`src/can_afb_pkg.sv`:
```
// Shared types, constants and helpers for the CAN acceptance filter bank.
// No dependencies; used by every other file under src except can_afb_ram.
package can_afb_pkg;

  localparam int FILTER_SLOTS = 32;
  localparam int BUS_COUNT    = 3;

  localparam int HIT_W     = 32;
  localparam int RAM_DEPTH = (FILTER_SLOTS < HIT_W) ? FILTER_SLOTS : HIT_W;
  localparam int SLOT_W    = (RAM_DEPTH > 1) ? $clog2(RAM_DEPTH) : 1;

  localparam logic [31:0] ALL_ONES = 32'hFFFF_FFFF;

  typedef enum logic [1:0] {
    MODE_MASK  = 2'd0,
    MODE_LIST  = 2'd1,
    MODE_RANGE = 2'd2,
    MODE_NONE  = 2'd3
  } mode_t;

  typedef enum logic [0:0] {
    FUNC_CLASSIFY = 1'b0,
    FUNC_WRITE    = 1'b1
  } func_t;

  typedef enum logic [1:0] {
    ST_IDLE  = 2'd0,
    ST_SCAN  = 2'd1,
    ST_DRAIN = 2'd2,
    ST_PUSH  = 2'd3
  } state_t;

  typedef struct packed {
    logic [0:0]  func;
    logic [1:0]  bus_index;
    logic [28:0] ident;
    logic        extended;
    logic        remote;
    logic [3:0]  dlc;
    logic [4:0]  slot;
    logic [1:0]  load_mode;
    logic [1:0]  load_kind;
    logic [31:0] load_first;
    logic [31:0] load_second;
    logic        load_enable;
  } in_word_t;

  typedef struct packed {
    logic [6:0]  payload_length;
    logic [1:0]  frame_kind;
    logic [31:0] hit_mask;
    logic        hit_any;
  } out_word_t;

  typedef struct packed {
    logic [1:0]  bus;
    mode_t       mode;
    logic [1:0]  kind;
    logic [31:0] first;
    logic [31:0] second;
  } filt_entry_t;

  // controller -> datapath
  typedef struct packed {
    logic capture;
    logic scan_start;
    logic scan_step;
    logic push;
  } dp_cmd_t;

  // datapath -> controller
  typedef struct packed {
    logic scan_last;
    logic out_free;
  } dp_stat_t;

  function automatic logic [6:0] dlc_len(input logic [3:0] code);
    logic [6:0] len;
    case (code)
      4'd9:    len = 7'd12;
      4'd10:   len = 7'd16;
      4'd11:   len = 7'd20;
      4'd12:   len = 7'd24;
      4'd13:   len = 7'd32;
      4'd14:   len = 7'd48;
      4'd15:   len = 7'd64;
      default: len = {3'b000, code};
    endcase
    return len;
  endfunction

endpackage

```
`src/can_afb_ram.sv`:
```
// Generic single-write, single-read RAM with registered read data.
// No dependencies.
module can_afb_ram #(
  parameter int WIDTH = 8,
  parameter int DEPTH = 16
) (
  input  logic                          clk,
  input  logic                          we,
  input  logic [((DEPTH > 1) ? $clog2(DEPTH) : 1)-1:0] waddr,
  input  logic [WIDTH-1:0]              wdata,
  input  logic                          re,
  input  logic [((DEPTH > 1) ? $clog2(DEPTH) : 1)-1:0] raddr,
  output logic [WIDTH-1:0]              rdata
);

  logic [WIDTH-1:0] mem [DEPTH];

  always_ff @(posedge clk) begin
    if (we) begin
      mem[waddr] <= wdata;
    end
    if (re) begin
      rdata <= mem[raddr];
    end
  end

endmodule

```
`src/can_afb_ctrl.sv`:
```
// Controller for the filter bank: sequences capture, slot scan and result push.
// Depends on can_afb_pkg.
module can_afb_ctrl (
  input  logic                  clk,
  input  logic                  rst_n,
  input  logic                  in_valid,
  input  logic [0:0]            in_func,
  output logic                  in_stall,
  output can_afb_pkg::dp_cmd_t  cmd,
  input  can_afb_pkg::dp_stat_t stat
);

  can_afb_pkg::state_t state_r, state_nxt;

  always_ff @(posedge clk) begin
    if (!rst_n) begin
      state_r <= can_afb_pkg::ST_IDLE;
    end else begin
      state_r <= state_nxt;
    end
  end

  always_comb begin
    state_nxt = state_r;
    cmd       = '0;
    in_stall  = 1'b1;
    case (state_r)
      can_afb_pkg::ST_IDLE: begin
        in_stall = 1'b0;
        if (in_valid) begin
          cmd.capture = 1'b1;
          if (in_func == can_afb_pkg::FUNC_WRITE) begin
            state_nxt = can_afb_pkg::ST_PUSH;
          end else begin
            cmd.scan_start = 1'b1;
            state_nxt      = can_afb_pkg::ST_SCAN;
          end
        end
      end
      can_afb_pkg::ST_SCAN: begin
        cmd.scan_step = 1'b1;
        if (stat.scan_last) begin
          state_nxt = can_afb_pkg::ST_DRAIN;
        end
      end
      can_afb_pkg::ST_DRAIN: begin
        state_nxt = can_afb_pkg::ST_PUSH;
      end
      can_afb_pkg::ST_PUSH: begin
        if (stat.out_free) begin
          cmd.push  = 1'b1;
          state_nxt = can_afb_pkg::ST_IDLE;
        end
      end
      default: begin
        state_nxt = can_afb_pkg::ST_IDLE;
      end
    endcase
  end

endmodule

```
`src/can_afb_dp.sv`:
```
// Datapath: filter table RAM, enable bits, slot compare, hit accumulation
// and output register. Depends on can_afb_pkg and can_afb_ram.
module can_afb_dp (
  input  logic                   clk,
  input  logic                   rst_n,
  input  can_afb_pkg::in_word_t  in_word,
  input  can_afb_pkg::dp_cmd_t   cmd,
  output can_afb_pkg::dp_stat_t  stat,
  output logic                   out_valid,
  input  logic                   out_stall,
  output can_afb_pkg::out_word_t out_word
);

  localparam int SW = can_afb_pkg::SLOT_W;
  localparam int ND = can_afb_pkg::RAM_DEPTH;
  localparam int EW = $bits(can_afb_pkg::filt_entry_t);

  logic [ND-1:0]  en_r;
  logic [SW-1:0]  cnt_r;
  logic           rd_vld_r;
  logic [SW-1:0]  rd_idx_r;
  logic [ND-1:0]  hits_r;
  logic [1:0]     bus_r;
  logic [28:0]    id_r;
  logic [1:0]     kind_r;
  logic [6:0]     len_r;
  logic           out_valid_r;
  can_afb_pkg::out_word_t out_r;

  logic                     wr_ok;
  logic [EW-1:0]            wdata;
  logic [EW-1:0]            rdata;
  can_afb_pkg::filt_entry_t ent;
  can_afb_pkg::filt_entry_t new_ent;
  logic [31:0]              id32;
  logic                     test_ok;
  logic                     slot_hit;

  assign wr_ok = cmd.capture && (in_word.func == can_afb_pkg::FUNC_WRITE)
              && ({1'b0, in_word.slot} < 6'(ND))
              && ({2'b00, in_word.bus_index} < 4'(can_afb_pkg::BUS_COUNT));

  always_comb begin
    new_ent.bus    = in_word.bus_index;
    new_ent.mode   = can_afb_pkg::mode_t'(in_word.load_mode);
    new_ent.kind   = in_word.load_kind;
    new_ent.first  = in_word.load_first;
    new_ent.second = in_word.load_second;
  end
  assign wdata = new_ent;

  can_afb_ram #(
    .WIDTH (EW),
    .DEPTH (ND)
  ) u_table (
    .clk   (clk),
    .we    (wr_ok),
    .waddr (in_word.slot[SW-1:0]),
    .wdata (wdata),
    .re    (cmd.scan_step),
    .raddr (cnt_r),
    .rdata (rdata)
  );

  assign ent  = can_afb_pkg::filt_entry_t'(rdata);
  assign id32 = {3'b000, id_r};

  always_comb begin
    case (ent.mode)
      can_afb_pkg::MODE_MASK:  test_ok = (id32 & ent.first) == (ent.second & ent.first);
      can_afb_pkg::MODE_LIST:  test_ok = (id32 == ent.first)
                                      || ((ent.second != can_afb_pkg::ALL_ONES)
                                          && (id32 == ent.second));
      can_afb_pkg::MODE_RANGE: test_ok = (id32 >= ent.first) && (id32 <= ent.second);
      default:                 test_ok = 1'b0;
    endcase
  end

  assign slot_hit = rd_vld_r && en_r[rd_idx_r] && (ent.bus == bus_r)
                 && (ent.kind == kind_r) && test_ok;

  always_ff @(posedge clk) begin
    if (!rst_n) begin
      en_r        <= '0;
      cnt_r       <= '0;
      rd_vld_r    <= 1'b0;
      out_valid_r <= 1'b0;
    end else begin
      if (wr_ok) begin
        en_r[in_word.slot[SW-1:0]] <= in_word.load_enable;
      end
      if (cmd.scan_start) begin
        cnt_r <= '0;
      end else if (cmd.scan_step) begin
        cnt_r <= cnt_r + SW'(1);
      end
      rd_vld_r <= cmd.scan_step;
      if (cmd.push) begin
        out_valid_r <= 1'b1;
      end else if (!out_stall) begin
        out_valid_r <= 1'b0;
      end
    end
  end

  always_ff @(posedge clk) begin
    rd_idx_r <= cnt_r;
    if (cmd.capture) begin
      bus_r  <= in_word.bus_index;
      id_r   <= in_word.ident;
      hits_r <= '0;
      if (in_word.func == can_afb_pkg::FUNC_WRITE) begin
        kind_r <= 2'd0;
        len_r  <= 7'd0;
      end else begin
        kind_r <= {in_word.remote, in_word.extended};
        len_r  <= can_afb_pkg::dlc_len(in_word.dlc);
      end
    end else if (slot_hit) begin
      hits_r[rd_idx_r] <= 1'b1;
    end
    if (cmd.push) begin
      out_r.payload_length <= len_r;
      out_r.frame_kind     <= kind_r;
      out_r.hit_mask       <= can_afb_pkg::HIT_W'(hits_r);
      out_r.hit_any        <= |hits_r;
    end
  end

  assign stat.scan_last = (cnt_r == SW'(ND - 1));
  assign stat.out_free  = !out_valid_r || !out_stall;
  assign out_valid      = out_valid_r;
  assign out_word       = out_r;

endmodule

```
`src/can_acceptance_filter_bank.sv`:
```
// CAN acceptance filter bank top level: controller plus datapath.
// Depends on can_afb_pkg, can_afb_ctrl, can_afb_dp.
//
// Usage:
//   Input channel (in_valid / in_stall / in_word) carries one word per item.
//   func = write loads one filter slot (bus, mode, kind, two id words,
//   enable); func = classify matches a received frame against the bank.
//   Every item gives exactly one result word on out_valid / out_stall /
//   out_word: zero for a write, else DLC length, frame kind and hit bitmap.
//   Sequence: a write goes from acceptance to ST_PUSH; a classify
//   scans one slot per cycle through the table RAM's read port in ST_SCAN,
//   then passes ST_DRAIN and ST_PUSH before its result is registered.
//   One item is in work at a time: in_stall is high from acceptance until
//   the result is loaded into the output register, so no new item is taken
//   before the last one is through.
//   The output register holds a finished word while out_stall is high; the
//   next result is pushed into it as soon as it frees up.
//   Reset (rst_n low, synchronous) clears all enable bits, so no slot
//   matches until written; other table contents are left as they were.
module can_acceptance_filter_bank (
  input  logic                   clk,
  input  logic                   rst_n,
  input  logic                   in_valid,
  output logic                   in_stall,
  input  can_afb_pkg::in_word_t  in_word,
  output logic                   out_valid,
  input  logic                   out_stall,
  output can_afb_pkg::out_word_t out_word
);

  can_afb_pkg::dp_cmd_t  cmd;
  can_afb_pkg::dp_stat_t stat;

  can_afb_ctrl u_ctrl (
    .clk      (clk),
    .rst_n    (rst_n),
    .in_valid (in_valid),
    .in_func  (in_word.func),
    .in_stall (in_stall),
    .cmd      (cmd),
    .stat     (stat)
  );

  can_afb_dp u_dp (
    .clk       (clk),
    .rst_n     (rst_n),
    .in_word   (in_word),
    .cmd       (cmd),
    .stat      (stat),
    .out_valid (out_valid),
    .out_stall (out_stall),
    .out_word  (out_word)
  );

endmodule

```
`config.mk`:
```
export PLATFORM = sky130hd
export DESIGN_NAME = can_acceptance_filter_bank
export DESIGN_NICKNAME = d
export VERILOG_FILES = /design/src/can_afb_pkg.sv /design/src/can_afb_ram.sv /design/src/can_afb_ctrl.sv /design/src/can_afb_dp.sv /design/src/can_acceptance_filter_bank.sv
export SDC_FILE = /design/constraint.sdc
export NUM_CORES = 2
export LEC_CHECK = 0
export ABC_AREA = 1
export BUFFER_PORTS_ARGS = -buffer_cell sky130_fd_sc_hd__buf_2
export CAP_MARGIN = 25
export CORE_MARGIN = 5
export CORE_UTILIZATION = 50
export CTS_CLUSTER_SIZE = 20
export DETAILED_ROUTE_END_ITERATION = 10
export MAX_ROUTING_LAYER = met4
export PLACE_DENSITY = 0.68
export SLEW_MARGIN = 20
export SYNTH_ARGS = -nofsm -noshare
export SYNTH_HDL_FRONTEND = slang
export SYNTH_SLANG_ARGS = --single-unit
```
`constraint.sdc`:
```
create_clock -name clk -period 4.4 [get_ports clk]
set_clock_uncertainty 0.2 [all_clocks]
set_input_delay 0 -clock clk [delete_from_list [all_inputs] [get_ports clk]]
set_output_delay 0 -clock clk [all_outputs]
set_load 0.02 [all_outputs]
```
==> qor.log <==
qor: yosys.synth.yosys.warnings 0
qor: worst_setup_path.worstReg2RegStart u_ctrl.state_r[1]$_SDFFE_PN0P_
qor: worst_setup_path.crit_path_max_fanout 43
qor: clock_tree.numCtsBuffers 233
qor: placed_design.dpl-instance-area 101800 µm²
qor: cells_and_area.nNetsFinal 7827
qor: yosys.synth-edff-count 2392
qor: yosys.synthesis.area 96950 µm²
qor: timing.final_critical_path_setup_slack 564.2 ps
qor: cells_and_area.flow.area_growth_from_synthesis 15.19%
qor: floorplan.initial_core_utilization 50.29%
qor: worst_setup_path.crit_start u_ctrl.state_r[1]$_SDFFE_PN0P_
qor: power_and_ir_drop.power.density_cell_area 495.4 nW/µm²
qor: yosys.synth_compound_area_share 12.50%
qor: clock_tree.worst_skew_pair.late_latency 890 ps
qor: yosys.synthDistinctLibCells 45
qor: yosys.synthesized_area_fraction_occupied_by_adder_cells 1.213%
qor: global_routing.met3_usage 5.542%
qor: drt.drt-total-wl 292.8 mm
qor: clock_tree.worst_path_clk_slew 60 ps
qor: floorplan.placement_rows 161
qor: drt.via_count 65.51k
qor: timing.worst_pin_slew 1094 ps
qor: drt.drc 0
qor: timing.part_of_the_cycle_the_worst_path_needs 87.18%
qor: cells_and_area.stdcell_count 10.36k
qor: clock_tree.tritoncts built
qor: timing.report.final.hold_viol_count 0
qor: floorplan.top_level_port_count 160
qor: floorplan.placeableCoreArea 192800 µm²
qor: yosys.synth_top_family_by_area compound AO/OA/AOI/OAI gates
qor: global_routing.number_of_global_route_vias_before_repair 61.73k
qor: yosys.synth_async_sr_flop_share 0%
qor: yosys.synth_xor_xnor_area_share 0.1807%
qor: yosys.synth_largest_type_area_fraction 74.09%
qor: clock_tree.clockBufferDepth 3
qor: worst_setup_path.cp-endpoint u_dp.u_table.mem[21][31]$_DFFE_PP_
qor: yosys.synth_nets 7450
qor: yosys.synth.mux.area_fraction 0%
qor: yosys.synthTopCellsByArea edfxtp_1 (74%), o21ai_0 (6.3%), nor2_1 (5.1%)
qor: clock_tree.cts_root_buf clkbuf_16
qor: worst_setup_path.worstReg2RegEnd u_dp.u_table.mem[21][31]$_DFFE_PP_
qor: outcome.run_status finished clean
qor: worst_setup_path.rrSetupSlack 560 ps
qor: placed_design.detailed_place_hpwl 153.8 mm
qor: drt.drt_first_pass_iters 6
qor: global_routing.grt_first_pass_wirelength 421.4 mm
qor: clock_tree.cts.sinks 2470
qor: placed_design.port_buffers 159
qor: worst_setup_path.worst_setup_path_end_kind flip-flop
qor: floorplan.dieArea 202800 µm²
qor: yosys.syn_avg_cell_area 13.39 µm²
qor: timing.number_of_max_slew_violations_in_the_final_report 0
qor: drt.antenna_left 0
qor: worst_hold_path.holdCritPathClass in -> reg
qor: timing.setup_repair_after_global_routing_missed_its_margin false
qor: placed_design.place_congestion 0.8978
qor: yosys.dominantRegCellSynth edfxtp_1
qor: timing.worst_slew_margin_rel 26.86%
qor: drt.vias_per_cell 6.323
qor: yosys.synth.cells.most_frequent edfxtp_1 (2392), nor2_1 (1329), o21ai_0 (1223)
qor: clock_tree.h-tree-depth 4
qor: yosys.synth_most_common_cell edfxtp_1
qor: placed_design.placed_cells 9660
qor: worst_setup_path.worst-r2r-cell-count 11
qor: drt.wire_per_inst 28.26 µm
qor: power_and_ir_drop.ir_worst_vdd 0.4051 mV
qor: yosys.synth_top_cell_by_area edfxtp_1
qor: timing.setup-violations-final 0
qor: worst_setup_path.cp_data_arrival_time 4130 ps
qor: worst_setup_path.kind_of_start_point_of_the_critical_path flip-flop
qor: floorplan.chipHeight 450.3 µm
qor: global_routing.groute.usage.overall 28.88%
qor: global_routing.groute.layer.met1.usage 38.81%
qor: global_routing.antenna_violations_before_repair 25
qor: power_and_ir_drop.cellLeakagePower 36.88 nW
qor: yosys.synth-seq-area-share 75.70%
qor: flow_run.cap_viol_max_count 0
qor: global_routing.grt_remaining_overflow 0
qor: timing.fin_tns_setup 0 ps
qor: global_routing.gr-max-usage-layer met2
qor: placed_design.dpl_worst_slack 1142 ps
qor: yosys.syn_inst 7240
qor: cells_and_area.post-route-cell-area 111700 µm²
qor: worst_setup_path.path_class reg -> reg
qor: timing.achievable-frequency 260.7 MHz
qor: cells_and_area.post_route_cells_drive_above_1_share 10.08%
qor: clock_tree.post_cts.repair.setup_buffers 0
qor: timing.final_critical_path_required_period 3836 ps
qor: global_routing.grt_start_max_net_pins 154
qor: yosys.synth-simple-area-share 7.584%
qor: drt.drt_iter0_drc 10.06k
qor: global_routing.groute.layer.met2.usage 44.17%
qor: worst_hold_path.min_delay_path_depth 2
qor: yosys.ys_seq_elements 2470
qor: worst_setup_path.cp_data_required_time 4690 ps
qor: floorplan.horiz_die_dim 450.3 µm
==> placed cells by master, fill, tap and decap left out, types with 5 or more instances in the layout <==
| cell type | n |
|---|---|
| edfxtp_1 | 2392 |
| nor2_1 | 1295 |
| o21ai_0 | 1223 |
| o22ai_1 | 389 |
| nand2_1 | 353 |
| clkbuf_16 | 235 |
| dlygate4sd3_1 | 226 |
| inv_1 | 172 |
| o221ai_1 | 163 |
| buf_2 | 163 |
| a21oi_1 | 153 |
| buf_4 | 139 |
| nand3_1 | 126 |
| ha_1 | 93 |
| buf_12 | 77 |
| dfxtp_1 | 74 |
| clkbuf_1 | 56 |
| a31oi_1 | 55 |
| clkinv_1 | 52 |
| clkinv_2 | 45 |
| nor3_1 | 43 |
| nor2_4 | 36 |
| a211oi_1 | 27 |
| diode_2 | 23 |
| a41oi_1 | 22 |
| xor2_1 | 18 |
| o211ai_1 | 15 |
| nand4_1 | 14 |
| a221oi_1 | 14 |
| bufinv_16 | 13 |
| buf_8 | 12 |
| o211a_1 | 10 |
| a31o_2 | 10 |
| o21ai_1 | 9 |
| nor4_1 | 8 |
| inv_6 | 7 |
| a22oi_1 | 6 |
| buf_6 | 6 |
| inv_2 | 5 |
| clkinv_16 | 5 |
==> area by class of cell <==
cell class / count / area, µm²
inverter: 183 / 721.9
timing repair buffer: 625 / 5943
clock buffer: 293 / 6118
clock inverter: 136 / 1174
multi-input combinational: 4104 / 21090
sequential: 2470 / 73410
tap: 2526 / 3161
antenna: 23 / 57.56
fill: 14822 / 81110
==> metrics by stage <==
step,total power [mW],utilization [%],hold WS (ps)
after floorplan,32.74,-,-101.1
after global placement,35.81,52.77,-18.45
after detailed placement,36.05,52.81,-20.07
after CTS,55.32,57.79,0.7143
after global routing,57.34,57.92,39.74
final,55.33,57.93,41.17
==> layer usage <==
metal	vias to the layer above	wire length, µm
met1	32476	111500
met5	-	0
li1	27915	-
met2	4328	135200
met4	0	13130
met3	790	32940
==> worst min path at each step <==
stage / start / endpoint / slack [ps]
after floorplan: in_word[109] / u_dp.bus_r[0]$_DFFE_PP_ / -100
final: in_word[41] / u_dp.u_table.mem[6][40]$_DFFE_PP_ / 40
after global routing: in_word[47] / u_dp.u_table.mem[6][46]$_DFFE_PP_ / 40
after global placement: in_word[93] / u_dp.id_r[13]$_DFFE_PP_ / -20
after CTS: in_word[8] / u_dp.u_table.mem[13][7]$_DFFE_PP_ / 0.7
after detailed placement: in_word[93] / u_dp.id_r[13]$_DFFE_PP_ / -20
==> flip-flops by register name (all words and copies together), names as in the netlist <==
register,flops
u_dp.u_table.mem,2240
u_dp.u_table.rdata,70
u_dp.out_word,42
u_dp.en_r,32
u_dp.hits_r,32
u_dp.id_r,29
u_dp.len_r,7
u_dp.cnt_r,5
u_dp.rd_idx_r,5
u_ctrl.state_r,2
u_dp.bus_r,2
u_dp.kind_r,2
u_dp.out_valid,1
u_dp.rd_vld_r,1
==> report_power, final <==
part | internal (mW) | switching (mW)
sequential | 26.4 | 0.549
combinational | 2.75 | 6.26
clock | 10.6 | 8.76
total | 39.8 | 15.6
==> worst max-delay path, cell delays in order (launching register included) <==
cell and delay [ps]:
dfxtp_1 350, inv_1 170, ha_1 200, nand2_1 90
inv_2 70, nand3_1 80, inv_1 120, nand3_1 80
dlygate4sd3_1 640, buf_4 240, nor2_4 660, buf_12 460
==> repair_timing <==
item | CTS | global route
hold buffers | 231 | 0
gates resized for setup | 0 | 0
endpoints found under the hold margin | 2754 | 0
==> kinds of logic (layout without fill, tap and decap cells) <==
| family | after synthesis | after routing |
|---|---|---|
| other cells | 0 | 23 |
| flops | 2470 | 2470 |
| xor+xnor | 20 | 20 |
| fa+ha+maj | 94 | 94 |
| simple gates | 1880 | 1880 |
| compound gates | 2110 | 2110 |
| buf+inv | 666 | 1237 |
Note: power is estimated with default switching activity, not from simulation.
